File: src/rtl/bitmap_segment_allocator_top_macros.svh
// Assertion macros shared by the segment allocator RTL.
// Each macro samples on clk and is disabled while rst is high.
`ifndef BITMAP_SEGMENT_ALLOCATOR_TOP_MACROS_SVH
`define BITMAP_SEGMENT_ALLOCATOR_TOP_MACROS_SVH

// Same-cycle implication.
`define BSA_ASSERT_IMP(label, ante, cons) \
  label: assert property (@(posedge clk) disable iff (rst) (ante) |-> (cons)) \
    else $error("segment allocator assertion failed");

// Next-cycle implication.
`define BSA_ASSERT_NXT(label, ante, cons) \
  label: assert property (@(posedge clk) disable iff (rst) (ante) |=> (cons)) \
    else $error("segment allocator assertion failed");

`endif

File: src/rtl/bsa_pkg.sv
// Shared types and constants of the bitmap segment allocator.
// Used by bsa_ctrl, bsa_datapath and bitmap_segment_allocator_top; no dependencies.
package bsa_pkg;

  // Bitmap rows: segments held per memory word.
  localparam int unsigned SEG_PER_ROW   = 32;
  localparam int unsigned SEG_PER_ROW_W = 5;

  localparam int unsigned CFG_IDX_W  = 2;
  localparam int unsigned CFG_DATA_W = 7;

  // Action codes.
  localparam logic [2:0] ACT_ALLOC   = 3'd0;
  localparam logic [2:0] ACT_FREE    = 3'd1;
  localparam logic [2:0] ACT_ACQUIRE = 3'd2;
  localparam logic [2:0] ACT_UNLOCK  = 3'd3;
  localparam logic [2:0] ACT_QUERY   = 3'd4;

  // Status codes.
  localparam logic [2:0] ST_OK        = 3'd0;
  localparam logic [2:0] ST_FULL      = 3'd1;
  localparam logic [2:0] ST_NOT_ALLOC = 3'd2;
  localparam logic [2:0] ST_LOCKED    = 3'd3;
  localparam logic [2:0] ST_RANGE     = 3'd4;

  // Configuration register indexes.
  localparam logic [CFG_IDX_W-1:0] CFG_INIT_SEG = 2'd0;
  localparam logic [CFG_IDX_W-1:0] CFG_GROW     = 2'd1;
  localparam logic [CFG_IDX_W-1:0] CFG_POLICY   = 2'd2;

  // Growth policies.
  localparam logic [1:0] POL_EXPAND = 2'd1;
  localparam logic [1:0] POL_AUTO   = 2'd2;

  // Register reset values.
  localparam logic [6:0] INIT_SEG_RST  = 7'd16;
  localparam logic [6:0] GROW_STEP_RST = 7'd8;
  localparam logic [1:0] POLICY_RST    = 2'd0;

  typedef struct packed {
    logic [2:0] action;
    logic [5:0] segment_index;
  } bsa_req_t;

  typedef struct packed {
    logic [2:0] status;
    logic [5:0] granted_segment;
    logic [6:0] active_count;
    logic [6:0] free_segments;
    logic [6:0] locked_segments;
  } bsa_rsp_t;

  // Controller to datapath.
  typedef struct packed {
    logic load;   // accept the request and issue the first row read
    logic exec;   // evaluate the row read last cycle
  } bsa_cmd_t;

  // Datapath to controller.
  typedef struct packed {
    logic scan_more;  // alloc found no free segment in this row
  } bsa_sts_t;

endpackage

File: src/rtl/bsa_ctrl.sv
// Controller state machine of the segment allocator.
// Depends on bsa_pkg and the assertion macro header.
`include "bitmap_segment_allocator_top_macros.svh"

module bsa_ctrl (
  input  logic              clk,
  input  logic              rst,
  input  logic              start,
  input  bsa_pkg::bsa_sts_t sts,
  output logic              busy,
  output bsa_pkg::bsa_cmd_t cmd
);
  import bsa_pkg::*;

  typedef enum logic [1:0] {
    S_IDLE = 2'b01,
    S_EXEC = 2'b10
  } state_t;

  state_t state, state_next;

  assign busy     = (state == S_EXEC);
  assign cmd.load = (state == S_IDLE) && start;
  assign cmd.exec = (state == S_EXEC);

  always_comb begin
    state_next = state;
    case (state)
      S_IDLE: begin
        if (start) begin
          state_next = S_EXEC;
        end
      end
      S_EXEC: begin
        // An alloc that misses in a row stays here for the next row.
        if (!sts.scan_more) begin
          state_next = S_IDLE;
        end
      end
      default: begin
        state_next = S_IDLE;
      end
    endcase
  end

  always_ff @(posedge clk) begin
    if (rst) begin
      state <= S_IDLE;
    end else begin
      state <= state_next;
    end
  end

  `BSA_ASSERT_NXT(a_load_then_busy, cmd.load, busy)
  `BSA_ASSERT_IMP(a_no_load_when_busy, busy, !cmd.load)
  `BSA_ASSERT_IMP(a_state_onehot, 1'b1, $onehot(state))

endmodule

File: src/rtl/bsa_datapath.sv
// Datapath of the segment allocator: registers, counters and the bitmap memory.
// Depends on bsa_pkg and the assertion macro header.
`include "bitmap_segment_allocator_top_macros.svh"

module bsa_datapath #(
  parameter int unsigned MAX_SEGMENTS = 64
) (
  input  logic                               clk,
  input  logic                               rst,
  input  logic                               cfg_we,
  input  logic [bsa_pkg::CFG_IDX_W-1:0]      cfg_index,
  input  logic [bsa_pkg::CFG_DATA_W-1:0]     cfg_data,
  input  bsa_pkg::bsa_req_t                  req,
  input  bsa_pkg::bsa_cmd_t                  cmd,
  output bsa_pkg::bsa_sts_t                  sts,
  output logic                               done,
  output bsa_pkg::bsa_rsp_t                  rsp
);
  import bsa_pkg::*;

  localparam int unsigned NROWS = (MAX_SEGMENTS + SEG_PER_ROW - 1) / SEG_PER_ROW;
  localparam int unsigned ROW_W = (NROWS > 1) ? $clog2(NROWS) : 1;
  localparam int unsigned IDX_W = ROW_W + SEG_PER_ROW_W;
  localparam int unsigned CNT_W = $clog2(MAX_SEGMENTS + 1);
  localparam int unsigned SUM_W = ((CNT_W > CFG_DATA_W) ? CNT_W : CFG_DATA_W) + 1;
  localparam int unsigned CMP_W = ((CNT_W > IDX_W) ? CNT_W : IDX_W) + 1;

  function automatic logic [CNT_W-1:0] clamp_init(input logic [CFG_DATA_W-1:0] v);
    logic [SUM_W-1:0] w;
    logic [CNT_W-1:0] r;
    w = SUM_W'(v);
    if (v == '0) begin
      r = CNT_W'(1);
    end else if (w > SUM_W'(MAX_SEGMENTS)) begin
      r = CNT_W'(MAX_SEGMENTS);
    end else begin
      r = CNT_W'(w);
    end
    return r;
  endfunction

  function automatic logic [6:0] out7(input logic [CNT_W-1:0] c);
    logic [SUM_W-1:0] w;
    w = SUM_W'(c);
    return w[6:0];
  endfunction

  // Configuration registers.
  logic [CFG_DATA_W-1:0] grow_step;
  logic [1:0]            policy;

  // Pool counters.
  logic [CNT_W-1:0] act_cnt, act_next;
  logic [CNT_W-1:0] free_cnt, free_next;
  logic [CNT_W-1:0] lock_cnt, lock_next;

  // Bitmap memory: one row of used bits and one of lock bits per address.
  // A row whose valid flag is clear reads as all zero.
  logic [SEG_PER_ROW-1:0] used_mem [NROWS];
  logic [SEG_PER_ROW-1:0] lock_mem [NROWS];
  logic [NROWS-1:0]       row_valid;
  logic [SEG_PER_ROW-1:0] rd_used, rd_lock;
  logic                   rd_ok;

  bsa_req_t               req_q;
  logic [ROW_W-1:0]       row;
  logic [ROW_W-1:0]       rd_addr;
  logic [ROW_W-1:0]       seg_row;

  logic                   init_wr;
  logic                   grow_now;
  logic [SUM_W-1:0]       grow_sum;
  logic [CNT_W-1:0]       grown;

  logic [SEG_PER_ROW-1:0] cur_used, cur_lock;
  logic [SEG_PER_ROW-1:0] row_mask, avail;
  logic [SEG_PER_ROW_W-1:0] bitsel, pick;
  logic                   found;
  logic                   in_range;
  logic [CMP_W-1:0]       act_e, base_e, rem_e;
  logic [IDX_W-1:0]       grant_idx;

  logic                   wr_en;
  logic [SEG_PER_ROW-1:0] wr_used, wr_lock;
  logic                   scan_more;
  logic [2:0]             status;
  logic [5:0]             granted;

  logic                   counts_ok;
  logic                   active_ok;

  assign init_wr = cfg_we && (cfg_index == CFG_INIT_SEG);

  // Growth happens when the request is taken, so the scan sees the new range.
  assign grow_now = (req.action == ACT_ALLOC) && (free_cnt == '0) &&
                    ((policy == POL_EXPAND) || (policy == POL_AUTO));
  assign grow_sum = SUM_W'(act_cnt) + SUM_W'(grow_step);
  assign grown    = (grow_sum > SUM_W'(MAX_SEGMENTS)) ? CNT_W'(MAX_SEGMENTS)
                                                       : CNT_W'(grow_sum);

  assign seg_row = ROW_W'(req.segment_index >> SEG_PER_ROW_W);
  assign rd_addr = cmd.load ? ((req.action == ACT_ALLOC) ? '0 : seg_row)
                            : row + ROW_W'(1);

  assign cur_used = rd_ok ? rd_used : '0;
  assign cur_lock = rd_ok ? rd_lock : '0;
  assign bitsel   = req_q.segment_index[SEG_PER_ROW_W-1:0];

  // Segments of this row that lie inside the active range.
  assign act_e  = CMP_W'(act_cnt);
  assign base_e = CMP_W'({row, {SEG_PER_ROW_W{1'b0}}});
  assign rem_e  = act_e - base_e;

  always_comb begin
    if (act_e >= base_e + CMP_W'(SEG_PER_ROW)) begin
      row_mask = '1;
    end else if (act_e > base_e) begin
      row_mask = (SEG_PER_ROW'(1) << rem_e[SEG_PER_ROW_W-1:0]) - SEG_PER_ROW'(1);
    end else begin
      row_mask = '0;
    end
  end

  assign avail = ~cur_used & row_mask;
  assign found = |avail;

  always_comb begin
    pick = '0;
    for (int b = SEG_PER_ROW - 1; b >= 0; b--) begin
      if (avail[b]) begin
        pick = SEG_PER_ROW_W'(b);
      end
    end
  end

  assign grant_idx = {row, pick};
  assign in_range  = CMP_W'(req_q.segment_index) < act_e;

  always_comb begin
    act_next  = act_cnt;
    free_next = free_cnt;
    lock_next = lock_cnt;
    wr_en     = 1'b0;
    wr_used   = cur_used;
    wr_lock   = cur_lock;
    scan_more = 1'b0;
    status    = ST_OK;
    granted   = '0;
    if (init_wr) begin
      act_next  = clamp_init(cfg_data);
      free_next = clamp_init(cfg_data);
      lock_next = '0;
    end else if (cmd.load) begin
      if (grow_now) begin
        act_next  = grown;
        free_next = grown - act_cnt;
      end
    end else if (cmd.exec) begin
      case (req_q.action)
        ACT_ALLOC: begin
          if (free_cnt == '0) begin
            status = ST_FULL;
          end else if (found) begin
            wr_en         = 1'b1;
            wr_used[pick] = 1'b1;
            wr_lock[pick] = 1'b1;
            free_next     = free_cnt - CNT_W'(1);
            lock_next     = lock_cnt + CNT_W'(1);
            granted       = grant_idx[5:0];
          end else begin
            scan_more = 1'b1;
          end
        end
        ACT_FREE: begin
          if (!in_range) begin
            status = ST_RANGE;
          end else if (cur_lock[bitsel]) begin
            status = ST_LOCKED;
          end else if (!cur_used[bitsel]) begin
            status = ST_NOT_ALLOC;
          end else begin
            wr_en           = 1'b1;
            wr_used[bitsel] = 1'b0;
            free_next       = free_cnt + CNT_W'(1);
          end
        end
        ACT_ACQUIRE: begin
          if (!in_range) begin
            status = ST_RANGE;
          end else if (cur_lock[bitsel]) begin
            status = ST_LOCKED;
          end else if (!cur_used[bitsel]) begin
            status = ST_NOT_ALLOC;
          end else begin
            wr_en           = 1'b1;
            wr_lock[bitsel] = 1'b1;
            lock_next       = lock_cnt + CNT_W'(1);
          end
        end
        ACT_UNLOCK: begin
          if (!in_range) begin
            status = ST_RANGE;
          end else if (!cur_lock[bitsel]) begin
            status = ST_NOT_ALLOC;
          end else begin
            wr_en           = 1'b1;
            wr_lock[bitsel] = 1'b0;
            lock_next       = lock_cnt - CNT_W'(1);
          end
        end
        default: begin
          status = ST_OK;
        end
      endcase
    end
  end

  assign sts.scan_more = scan_more;

  // Control state.
  always_ff @(posedge clk) begin
    if (rst) begin
      grow_step <= GROW_STEP_RST;
      policy    <= POLICY_RST;
      act_cnt   <= clamp_init(INIT_SEG_RST);
      free_cnt  <= clamp_init(INIT_SEG_RST);
      lock_cnt  <= '0;
      row_valid <= '0;
      done      <= 1'b0;
    end else begin
      if (cfg_we) begin
        case (cfg_index)
          CFG_GROW:   grow_step <= cfg_data;
          CFG_POLICY: policy    <= cfg_data[1:0];
          default:    ;
        endcase
      end
      act_cnt  <= act_next;
      free_cnt <= free_next;
      lock_cnt <= lock_next;
      if (init_wr) begin
        row_valid <= '0;
      end else if (wr_en) begin
        row_valid[row] <= 1'b1;
      end
      done <= cmd.exec && !scan_more;
    end
  end

  // Payload registers and the bitmap memory.
  always_ff @(posedge clk) begin
    if (cmd.load) begin
      req_q <= req;
    end
    if (cmd.load || scan_more) begin
      row     <= rd_addr;
      rd_used <= used_mem[rd_addr];
      rd_lock <= lock_mem[rd_addr];
      rd_ok   <= row_valid[rd_addr];
    end
    if (wr_en) begin
      used_mem[row] <= wr_used;
      lock_mem[row] <= wr_lock;
    end
    if (cmd.exec && !scan_more) begin
      rsp.status          <= status;
      rsp.granted_segment <= granted;
      rsp.active_count    <= out7(act_next);
      rsp.free_segments   <= out7(free_next);
      rsp.locked_segments <= out7(lock_next);
    end
  end

  // Every locked segment is used, so locked plus free never exceeds active.
  assign counts_ok = ({1'b0, lock_cnt} + {1'b0, free_cnt}) <= {1'b0, act_cnt};
  assign active_ok = (act_cnt != '0) && (act_cnt <= CNT_W'(MAX_SEGMENTS));

  `BSA_ASSERT_IMP(a_counts_consistent, 1'b1, counts_ok)
  `BSA_ASSERT_IMP(a_active_bounded, 1'b1, active_ok)
  `BSA_ASSERT_IMP(a_done_after_exec, done, $past(cmd.exec))

endmodule

File: src/rtl/bitmap_segment_allocator_top.sv
// Top level of the bitmap segment allocator.
// Depends on bsa_pkg, bsa_ctrl and bsa_datapath.
//
//   Channel   Handshake         Payload
//   request   start / busy      req  (action, segment_index)
//   result    done strobe       rsp  (status, granted_segment, counts)
//   config    cfg_we            cfg_index, cfg_data
//
// A request is taken when start is high and busy is low; its result is shown
// for one cycle on done once the last row is evaluated, and a new request can
// be taken in that same cycle. Free, acquire, unlock and query evaluate one
// bitmap row. Alloc scans the 32-segment rows one at a time, reading each
// through the single read port of the bitmap memory. Reset needs no clearing
// pass: per-row valid flags clear at once. The result side cannot stall.
module bitmap_segment_allocator_top #(
  parameter int unsigned MAX_SEGMENTS = 64
) (
  input  logic                           clk,
  input  logic                           rst,
  input  logic                           start,
  output logic                           busy,
  input  bsa_pkg::bsa_req_t              req,
  output logic                           done,
  output bsa_pkg::bsa_rsp_t              rsp,
  input  logic                           cfg_we,
  input  logic [bsa_pkg::CFG_IDX_W-1:0]  cfg_index,
  input  logic [bsa_pkg::CFG_DATA_W-1:0] cfg_data
);
  import bsa_pkg::*;

  bsa_cmd_t cmd;
  bsa_sts_t sts;

  bsa_ctrl u_ctrl (
    .clk   (clk),
    .rst   (rst),
    .start (start),
    .sts   (sts),
    .busy  (busy),
    .cmd   (cmd)
  );

  bsa_datapath #(
    .MAX_SEGMENTS (MAX_SEGMENTS)
  ) u_datapath (
    .clk       (clk),
    .rst       (rst),
    .cfg_we    (cfg_we),
    .cfg_index (cfg_index),
    .cfg_data  (cfg_data),
    .req       (req),
    .cmd       (cmd),
    .sts       (sts),
    .done      (done),
    .rsp       (rsp)
  );

endmodule
File: config.mk
export PLATFORM = sky130hd
export DESIGN_NAME = bitmap_segment_allocator_top
export DESIGN_NICKNAME = d
export VERILOG_FILES = /design/src/rtl/bsa_pkg.sv /design/src/rtl/bsa_ctrl.sv /design/src/rtl/bsa_datapath.sv /design/src/rtl/bitmap_segment_allocator_top.sv
export VERILOG_INCLUDE_DIRS = /design/src /design/src/rtl
export SDC_FILE = /design/constraint.sdc
export NUM_CORES = 1
export LEC_CHECK = 0
export BUFFER_PORTS_ARGS = -buffer_cell sky130_fd_sc_hd__buf_2
export CAP_MARGIN = 20
export CORE_UTILIZATION = 45
export DETAILED_ROUTE_END_ITERATION = 10
export GPL_TIMING_DRIVEN = 0
export PLACE_DENSITY_LB_ADDON = 0.3
export RECOVER_POWER = 50
export SYNTH_ARGS = -nofsm -noshare
export SYNTH_HDL_FRONTEND = slang
export SYNTH_SLANG_ARGS = --single-unit
File: constraint.sdc
create_clock -name clk -period 9.2 [get_ports clk]
set_input_delay 0.46 -clock clk [delete_from_list [all_inputs] [get_ports clk]]
set_output_delay 0.46 -clock clk [all_outputs]
set_load 0.02 [all_outputs]
==> flow_metrics.tcl, run 1 <==
set metrics [dict create \
    fillers 3218 \
    seq_area_frac_synth 0.490 \
    grt_pass1_vias 13200 \
    drt_iter0_drc 1720 \
    crit_chain "clkbuf_1 > inv_1 > clkbuf_1 > nand3_1 > ha_1 > clkbuf_1 > clkbuf_1 > xnor2_1 > a311oi_1 > nand4b_1 > nor4_1 > clkbuf_1 > o22ai_1 > a21oi_1 > nand2b_1 > nor2_4 > buf_12 > buf_16" \
    worst-r2r-cell-count 18 \
    setup-tns-final_ns 0 \
    track_usage 0.324 \
    cts-htree-levels 1 \
    multi_input_area_um2 7370 \
    antenna_found_initial 0 \
    netlist-cell-type-count 94 \
    whs_path_depth 1 \
    period_needed_ns 7.22 \
    max_cap_violations 3 \
    io_pins 54 \
    finClkSkew_ns 0.0194 \
    core_area_um2 34500 \
    post_cts_buffers 0 \
    root_buffer "clkbuf_16" \
    fin_ws_ns 1.98 \
    drt_pass1_iterations 6 \
    io_buffer_count 52 \
    dieArea_um2 35700 \
    drc 0 \
    synthesis.nets 1570 \
    violations "capacitance limit, slew limit" \
    clk-insertion-delay-late_ns 0.58 \
    cts_tree "done" \
    startpoint_type "flop" \
    path_common_cell "clkbuf_1" \
    final_area_um2 17400 \
    synthFlopType "edfxtp_1" \
    period_share 0.785 \
    hold_buffers 0 \
    die_h_um 189 \
    netlist_area_um2 15700 \
    crit_path_max_fanout 25 \
    critPathMaxStageDelay_ns 1.16 \
    num_vias 13900 \
    hpwl_um 44300 \
    drive_above_1_share 0.128 \
    required_ns 9.52 \
    ant_nets 0 \
    start_util 0.456 \
    tightest_slew_ns 2.65 \
    nNetsFinal 1660 \
    drt_wl_total_um 58400 \
    placedCellCount 2033 \
    diodes 0 \
    post-place-ws_ns 2.91 \
    grt_start_max_net_pins 58 \
    gp_congestion 1.03 \
    status "complete, but fails checks" \
    synthArstFlopShare 0 \
    fmaxAchievable_mhz 138 \
    ctsResizeCount 0 \
    numClockSinks 268 \
    clk_pin_slew_worst_paths_ns 0.07 \
    seq_area_um2 7700 \
    viasPerCell 6.65 \
    fin_util 0.506 \
    grt-ovfl-total 0 \
    cp-end-kind "flop" \
    maxSlewHeadroom -0.775 \
    wl_per_cell_um 28.0 \
    criticalPathCategory "flop to flop" \
    critPathSlowestCell "nor4_1" \
    finalPower_mw 3.00 \
    chipWidth_um 189 \
    p_leak_nw 5.89 \
    rows 68 \
    cp.arrival_ns 7.54 \
    holdWs_ns 0.0706 \
    max-clock-path-buffers 3 \
    hold_viol_final 0 \
    hp-class "input pin to flop" \
    grt_pass1_wl_um 85900 \
    postSynthCellCount 1520 \
    synth_warnings 0 \
    final-instance-count-excl-fill 2086 \
    setup_violations 0 \
    placed_area_um2 16700 \
    synthToLayoutAreaGrowth_pct 11.0 \
    syn_area_per_cell_um2 10.3 \
    rsz0062_at_grt "no" \
    powerDensity_nw_per_um2 172 \
    synth-edff-count 233 \
    synth-seq-cells 268 \
    slew_violations 48 \
    numCtsBuffers 28 \
    irDropWorstVdd_uv 153 \
]
-- placed cells by master (no fill, tap or decap), types with 41 or more instances in the layout --
cell / netlist / routed
edfxtp_1: 233 / 233
nor2_1: 146 / 145
nand2_1: 128 / 129
clkbuf_1: 66 / 106
a21oi_1: 77 / 77
mux2_2: 68 / 68
o21ai_0: 60 / 61
nand3_1: 52 / 52
o22ai_1: 45 / 46
buf_2: 22 / 41
-- critical path: cells and delay by family (launching register included) --
kind / cells / cell delay, ns
compound gates: 3 / 1.03
xor+xnor: 1 / 0.24
fa+ha+maj: 1 / 0.19
buf+inv: 8 / 2.46
flops: 1 / 0.50
simple gates: 5 / 2.48
-- routing by layer --
metal,vias up,wire (um),GRT usage
li1,6090,-,-
met4,0,2660,0.129
met5,-,0,0
met1,6781,24200,0.444
met3,167,5560,0.0667
met2,826,26000,0.501
-- where the power goes --
group,switching [mW],internal (mW)
Combinational,0.369,0.164
Clock,0.483,0.586
Sequential,0.0356,1.36
-- cells in the mapped netlist (9+ instances only) --
library cell / instances / share of area
o22ai_1: 45 / 0.018
nand2b_1: 18 / 0.0072
nand4_1: 14 / 0.0056
o31ai_1: 12 / 0.0057
o221ai_1: 10 / 0.0056
a211oi_1: 9 / 0.0043
inv_1: 38 / 0.0091
a32oi_1: 19 / 0.011
or3_1: 13 / 0.0052
o21ai_0: 60 / 0.019
nand2_1: 128 / 0.031
o31a_1: 9 / 0.0050
ha_1: 26 / 0.021
nand3_1: 52 / 0.017
a21oi_1: 77 / 0.025
and3_1: 21 / 0.0084
nor2b_1: 22 / 0.0088
buf_2: 22 / 0.0070
a22oi_1: 12 / 0.0057
o21a_1: 16 / 0.0076
xnor2_1: 10 / 0.0056
dfxtp_1: 35 / 0.045
a211o_1: 10 / 0.0056
nand3b_1: 10 / 0.0048
edfxtp_1: 233 / 0.45
mux2_2: 68 / 0.049
and2_1: 16 / 0.0064
clkbuf_1: 66 / 0.016
nor4_1: 20 / 0.0080
a31oi_1: 22 / 0.0088
nor3_1: 36 / 0.011
mux2i_1: 20 / 0.013
nor2_1: 146 / 0.035
a31o_2: 11 / 0.0061
o211ai_1: 23 / 0.011
-- registers in the layout (all words and copies together), names as in the netlist --
signal / count
u_datapath.lock_mem: 64
u_datapath.used_mem: 64
u_datapath.rd_lock: 32
u_datapath.rd_used: 32
u_datapath.rsp: 30
u_datapath.act_cnt: 7
u_datapath.free_cnt: 7
u_datapath.grow_step: 7
u_datapath.lock_cnt: 7
u_datapath.bitsel: 5
u_datapath.req_q: 4
u_ctrl.state: 2
u_datapath.policy: 2
u_datapath.row_valid: 2
u_datapath.done: 1
u_datapath.rd_ok: 1
u_datapath.row: 1
-- cell families after synthesis --
family,Yosys count,synth area share
compound gates,430,0.195
xor+xnor,16,0.00892
fa+ha+maj,28,0.0233
buf+inv,139,0.0374
flops,268,0.490
mux,96,0.0730
simple gates,543,0.173
-- cell type report --
class | instances | area share
Sequential cell | 268 | 0.442
Tap cell | 455 | 0.0327
Timing Repair Buffer | 60 | 0.0204
Inverter | 40 | 0.00869
Buffer | 99 | 0.0245
Clock buffer | 31 | 0.0408
Multi-Input combinational cell | 1113 | 0.423
Clock inverter | 20 | 0.00833
-- final timing paths --
path	to	startpoint	slack (ns)
max	u_datapath.used_mem[1][11]	u_datapath.act_cnt[4]	1.98
min	u_datapath.bitsel[1]	req[1]	0.07
min reg2reg	u_datapath.row_valid[1]	u_datapath.row_valid[1]	0.46
max reg2reg	u_datapath.used_mem[1][11]	u_datapath.act_cnt[4]	1.98
Power figures use the tool's default switching activity.
==> run 2: changes to the inputs <==
Settings changed: ABC_AREA from default to 1.
Clock period 9.2 ns to 7.4 ns, I/O delays scaled along.
==> run 2 against run 1 <==
Effect of this change:
- highest routed layer unchanged
- clock power grew 35%
- fmax grew 14%
- the flow still finishes with violations (capacitance limit, slew limit)
- area after synthesis grew 3.8%
==> flow_metrics.tcl, run 2 <==
set metrics [dict create \
    critPathTopFamily "buffers and inverters" \
    netlist-cell-type-count 63 \
    numClockSinks 268 \
    num_vias 15300 \
    period_needed_ns 6.31 \
    drc 0 \
    cp-end-kind "flop" \
    final-instance-count-excl-fill 2540 \
    seqPwrFrac 0.449 \
    path_common_cell "clkbuf_1" \
    max_cap_violations 1 \
    holdWs_ns 0.0518 \
    synthArstFlopShare 0 \
    clk_pin_slew_worst_paths_ns 0.06 \
    irDropWorstVdd_uv 227 \
    status "complete, but fails checks" \
    finClkSkew_ns 0.0204 \
    start_util 0.458 \
    criticalPathCategory "flop to flop" \
    final_common_cell "nand2_1" \
    die_h_um 192 \
    p_int_mw 2.72 \
    maxSlewHeadroom -0.150 \
    synth_most_common_cell "nand2_1" \
    ant_nets 0 \
    synth-edff-count 233 \
    period_share 0.852 \
    drt_pass1_iterations 6 \
    clk-insertion-delay-late_ns 0.57 \
    track_usage 0.322 \
    slew_violations 33 \
    seq_area_um2 7700 \
    numCtsBuffers 29 \
    wl_per_cell_um 23.4 \
    powerDensity_nw_per_um2 210 \
    startpoint_type "flop" \
    cts_tree "done" \
    power_frac_clock 0.378 \
    synthFlopType "edfxtp_1" \
    grt_pass1_vias 14200 \
    cts-htree-levels 1 \
    ff2ff_setup_slack_ns 1.09 \
    crit_buf_inv 6 \
    drive_above_1_share 0.0880 \
    gp_congestion 1.04 \
    p_leak_nw 7.31 \
    hpwl_um 45600 \
    seq_area_frac_synth 0.472 \
    antenna_found_initial 0 \
    root_buffer "clkbuf_16" \
    final_area_um2 18200 \
    cp.arrival_ns 6.66 \
    nNetsFinal 2107 \
    post_cts_buffers 0 \
    yosys.area.top_type_share 0.429 \
    ctsResizeCount 0 \
    grt_start_max_net_pins 36 \
    synth_common_cells "nand2_1, edfxtp_1, nor2_1" \
    yosys.area.top_type "edfxtp_1" \
    placed_area_um2 17300 \
    violations "capacitance limit, slew limit" \
    drt_iter0_drc 2037 \
    setup_violations 0 \
    hold_viol_final 0 \
    fmaxAchievable_mhz 159 \
    hp-class "input pin to flop" \
    top_regs "u_datapath.lock_mem x64, u_datapath.used_mem x64" \
    diodes 0 \
    max-clock-path-buffers 3 \
    rsz0062_at_grt "no" \
    dieArea_um2 37000 \
    required_ns 7.76 \
    grt-ovfl-total 0 \
    crit_chain "clkbuf_1 > clkbuf_1 > clkbuf_1 > clkbuf_1 > nand2_1 > nand2_1 > o2111ai_1 > o211ai_1 > nand3_1 > nand2_1 > nor2_1 > clkinv_1 > clkbuf_1 > nor2_1 > o21ai_0 > a21oi_1 > a21oi_1" \
    multi_input_area_um2 7480 \
    switching_share 0.287 \
    placedCellCount 2480 \
    crit_path_max_fanout 10 \
    synth_warnings 0 \
    p_switching_mw 1.10 \
    io_buffer_count 53 \
    synth_top_cells_by_area "edfxtp_1, nand2_1, nor2_1" \
    synth-seq-cells 268 \
    synthesis.nets 2010 \
    pwr-share-comb 0.173 \
    setup-tns-final_ns 0 \
    rows 69 \
    chipWidth_um 192 \
    core_area_um2 35600 \
    viasPerCell 6.01 \
    netlist_area_um2 16300 \
    critPathMaxStageDelay_ns 0.68 \
    final_cell_mix "nand2_1, edfxtp_1, nor2_1" \
    synthToLayoutAreaGrowth_pct 11.5 \
    syn_area_per_cell_um2 8.32 \
    tightest_slew_ns 1.72 \
    fillers 3467 \
    postSynthCellCount 1960 \
    critPathSlowestCell "clkbuf_1" \
    grt_pass1_wl_um 88400 \
    io_pins 54 \
    drt_wl_total_um 59500 \
]
==> run 2: changes by cell type after synthesis, moves of 18 or more <==
| cell | previous run | this run |
|---|---|---|
| o21ai_0 | 60 | 108 |
| and3_1 | 21 | 3 |
| inv_1 | 38 | 178 |
| nand2b_1 | 18 | 0 |
| mux2i_1 | 20 | 0 |
| a32oi_1 | 19 | 0 |
| nand3_1 | 52 | 80 |
| a22oi_1 | 12 | 30 |
| nor2b_1 | 22 | 0 |
| nor2_1 | 146 | 202 |
| a21oi_1 | 77 | 149 |
| o22ai_1 | 45 | 7 |
| nand2_1 | 128 | 498 |
==> run 2: final cells by class <==
cell class,count,area share
multi-input combinational,1420,0.411
buffer,80,0.0202
clock buffer,41,0.0452
tap,461,0.0317
sequential,268,0.423
inverter,192,0.0399
clock inverter,12,0.00654
timing repair buffer,66,0.0219
==> run 2: worst register-to-register path, cell delays in order, from the launching register on <==
cell and delay [ns]:
edfxtp_1 0.33, clkbuf_1 0.58, clkbuf_1 0.68, clkbuf_1 0.58, clkbuf_1 0.62, nand2_1 0.32
nand2_1 0.20, o2111ai_1 0.14, o211ai_1 0.12, nand3_1 0.23, nand2_1 0.18, nor2_1 0.12
clkinv_1 0.25, clkbuf_1 0.64, nor2_1 0.21, o21ai_0 0.48, a21oi_1 0.13, a21oi_1 0.28
==> run 2: layer usage <==
layer | global-route usage | up-vias | part of all wire
met4 | 0.108 | 0 | 0.033
met3 | 0.0411 | 113 | 0.094
met2 | 0.482 | 831 | 0.43
met1 | 0.478 | 7340 | 0.44
li1 | - | 6994 | -
met5 | 0 | - | 0
==> run 2: logic make-up after synthesis <==
kind of cell	share of synthesized area
simple gates	0.238
flops	0.472
fa+ha+maj	0.0224
buf+inv	0.0671
compound gates	0.146
xor+xnor	0.0102
mux	0.0442
==> run 2: repair_timing <==
| item | in CTS | in global routing |
|---|---|---|
| hold endpoints to repair | 7 | 0 |
| endpoints found under the setup margin | 0 | 0 |
| hold buffers | 7 | 0 |
==> run 2: stage by stage <==
| step | util | setup slack, ns | power (mW) |
|---|---|---|---|
| after global placement | 0.482 | -2.14 | 2.39 |
| final | 0.511 | 1.09 | 3.82 |
| after global routing | 0.511 | 0.904 | 3.95 |
| after detailed placement | 0.486 | 1.70 | 2.39 |
| after CTS | 0.515 | 1.68 | 3.83 |
| after floorplan | - | 1.66 | 2.17 |
==> run 2: path summary, 6_finish.rpt <==
kind | startpoint | cells past startpoint | to
setup / recovery | u_datapath.rd_ok | 17 | u_datapath.used_mem[1][12]
setup reg to reg | u_datapath.rd_ok | 17 | u_datapath.used_mem[1][12]
hold reg to reg | u_datapath.row_valid[0] | 2 | u_datapath.row_valid[0]
hold / removal | cfg_data[3] | 3 | u_datapath.grow_step[3]
==> run 2: power groups by stage <==
stage	Sequential [mW]	Combinational, mW	Clock [mW]
floorplan	1.74	0.436	0
global placement	1.75	0.638	0
detailed placement	1.74	0.647	0
CTS	1.71	0.652	1.46
global route	1.72	0.717	1.51
finish	1.71	0.660	1.44
==> run 3: changes to the inputs <==
Settings changed: CORE_UTILIZATION 45 to 32.
==> run 3 against run 2 <==
Effect of this change:
- the flow still finishes with violations (capacitance limit, slew limit)
- cell area up 1.7%
- cell count increased by 8.2%
- total power increased by 0.65%
- sequential share of layout area shrank 0.70 points
- clock-buffer cell count fell by 3
- combinational power up 2%
- routed wire length rose by 4.5%
==> flow_metrics.tcl, run 3 (synthesized netlist as in run 2, its figures left out) <==
set metrics [dict create \
    drt_wl_total_um 62100 \
    maxSlewHeadroom -0.137 \
    ctsResizeCount 0 \
    viasPerCell 5.50 \
    r2r-end "u_datapath.lock_mem[0][20]" \
    clk_pin_slew_worst_paths_ns 0.06 \
    final_common_cell "nand2_1" \
    max_cap_violations 1 \
    cp.arrival_ns 6.55 \
    hp-class "input pin to flop" \
    period_share 0.835 \
    cts_tree "done" \
    ant_nets 0 \
    wl_per_cell_um 22.6 \
    final_cell_mix "nand2_1, edfxtp_1, nor2_1" \
    top_regs "u_datapath.lock_mem x64, u_datapath.used_mem x64" \
    chipWidth_um 228 \
    p_leak_nw 7.32 \
    nNetsFinal 2107 \
    cp-end-kind "flop" \
    drc 0 \
    cts-htree-levels 1 \
    start_util 0.325 \
    max-clock-path-buffers 3 \
    violations "capacitance limit, slew limit" \
    startpoint_type "flop" \
    gp_congestion 1.02 \
    rows 82 \
    criticalPathCategory "flop to flop" \
    numClockSinks 268 \
    grt_pass1_vias 14300 \
    finClkSkew_ns 0.0153 \
    finalPower_mw 3.84 \
    grt_pass1_wl_um 92400 \
    io_buffer_count 53 \
    seq_area_um2 7700 \
    status "complete, but fails checks" \
    setup_violations 0 \
    dieArea_um2 51900 \
    post-place-ws_ns 1.55 \
    io_pins 54 \
    drive_above_1_share 0.0910 \
    crit_path_max_fanout 10 \
    irDropWorstVdd_uv 164 \
    worst-r2r-cell-count 18 \
    die_h_um 228 \
    hold_buffers 8 \
    synthToLayoutAreaGrowth_pct 13.4 \
    period_needed_ns 6.18 \
    multi_input_area_um2 7510 \
    fillers 5184 \
    numCtsBuffers 28 \
    diodes 0 \
    reg2reg_from "u_datapath.rd_ok" \
    slew_violations 33 \
    setup-tns-final_ns 0 \
    drt_iter0_drc 1694 \
    powerDensity_nw_per_um2 208 \
    hold_viol_final 0 \
    setup.worst_path.start "u_datapath.rd_ok" \
    grt-ovfl-total 0 \
    fin_ws_ns 1.22 \
    post_cts_buffers 0 \
    hpwl_um 48500 \
    required_ns 7.77 \
    clk-insertion-delay-late_ns 0.57 \
    core_area_um2 50200 \
    crit_path_end "u_datapath.lock_mem[0][20]" \
    track_usage 0.235 \
    num_vias 15100 \
    grt_start_max_net_pins 36 \
    tightest_slew_ns 1.70 \
    antenna_found_initial 0 \
    fmaxAchievable_mhz 162 \
    rsz0062_at_grt "no" \
    ff2ff_setup_slack_ns 1.22 \
    root_buffer "clkbuf_16" \
    drt_pass1_iterations 5 \
]
-- run 3: how the worst min path moves through the flow --
stage	startpoint	endpoint	slack [ns]	cells past startpoint
floorplan	u_datapath.row_valid[0]	u_datapath.row_valid[0]	0.43	2
global placement	u_datapath.row_valid[0]	u_datapath.row_valid[0]	0.44	2
detailed placement	u_datapath.policy[0]	u_datapath.policy[0]	0.46	2
CTS	req[5]	u_datapath.req_q[5]	0.03	1
global route	cfg_data[5]	u_datapath.grow_step[5]	0.08	3
finish	cfg_data[4]	u_datapath.grow_step[4]	0.08	3
-- run 3: layout make-up --
class                   instances  area share
plain buffers                  80      0.0199
clock buffers                  38      0.0439
clock inverters                12     0.00758
inverters                     192      0.0393
multi-input cells            1420       0.406
flip-flops and latches        268       0.416
well taps                     672      0.0455
repair buffers                 67      0.0214
-- run 3: worst max-delay path, stage by stage, from the launching register on --
cell and delay, ns:
edfxtp_1 0.32, clkbuf_1 0.48, clkbuf_1 0.58, clkbuf_1 0.65
nand2_1 0.35, inv_1 0.24, o22ai_1 0.15, o311ai_0 0.42
nand4_1 0.27, inv_1 0.11, nand2_1 0.07, nor2_1 0.35
clkinv_1 0.43, clkbuf_1 0.45, nor2_1 0.44, o21ai_0 0.13
o21ai_0 0.13, a211oi_1 0.09, a21oi_1 0.30
-- run 3: routing by layer --
layer / GRT usage / part of all wire / vias up
li1: - / - / 7002
met2: 0.377 / 0.45 / 683
met5: 0 / 0 / -
met3: 0.0293 / 0.078 / 101
met4: 0.0608 / 0.025 / 0
met1: 0.333 / 0.45 / 7342
-- run 3: report_power, final --
part	leakage [nW]	internal, mW	total, mW	switching (mW)
registers	2.45	1.69	1.72	0.0247
clock network	0.470	0.867	1.45	0.587
logic	4.40	0.188	0.671	0.483
total	7.32	2.75	3.84	1.10
-- run 3: metrics by stage --
stage / std cells / cell area (um2) / hold slack, ns / utilization
6_report: 2749 / 18500 / 0.0824 / 0.369
5_1_grt: 2749 / 18500 / 0.0828 / 0.369
4_1_cts: 2749 / 18600 / 0.0270 / 0.371
3_5_place_dp: 2691 / 17600 / 0.464 / 0.350
3_3_place_gp: 2685 / 17400 / 0.440 / 0.347
2_1_floorplan: 1960 / 16300 / 0.428 / -
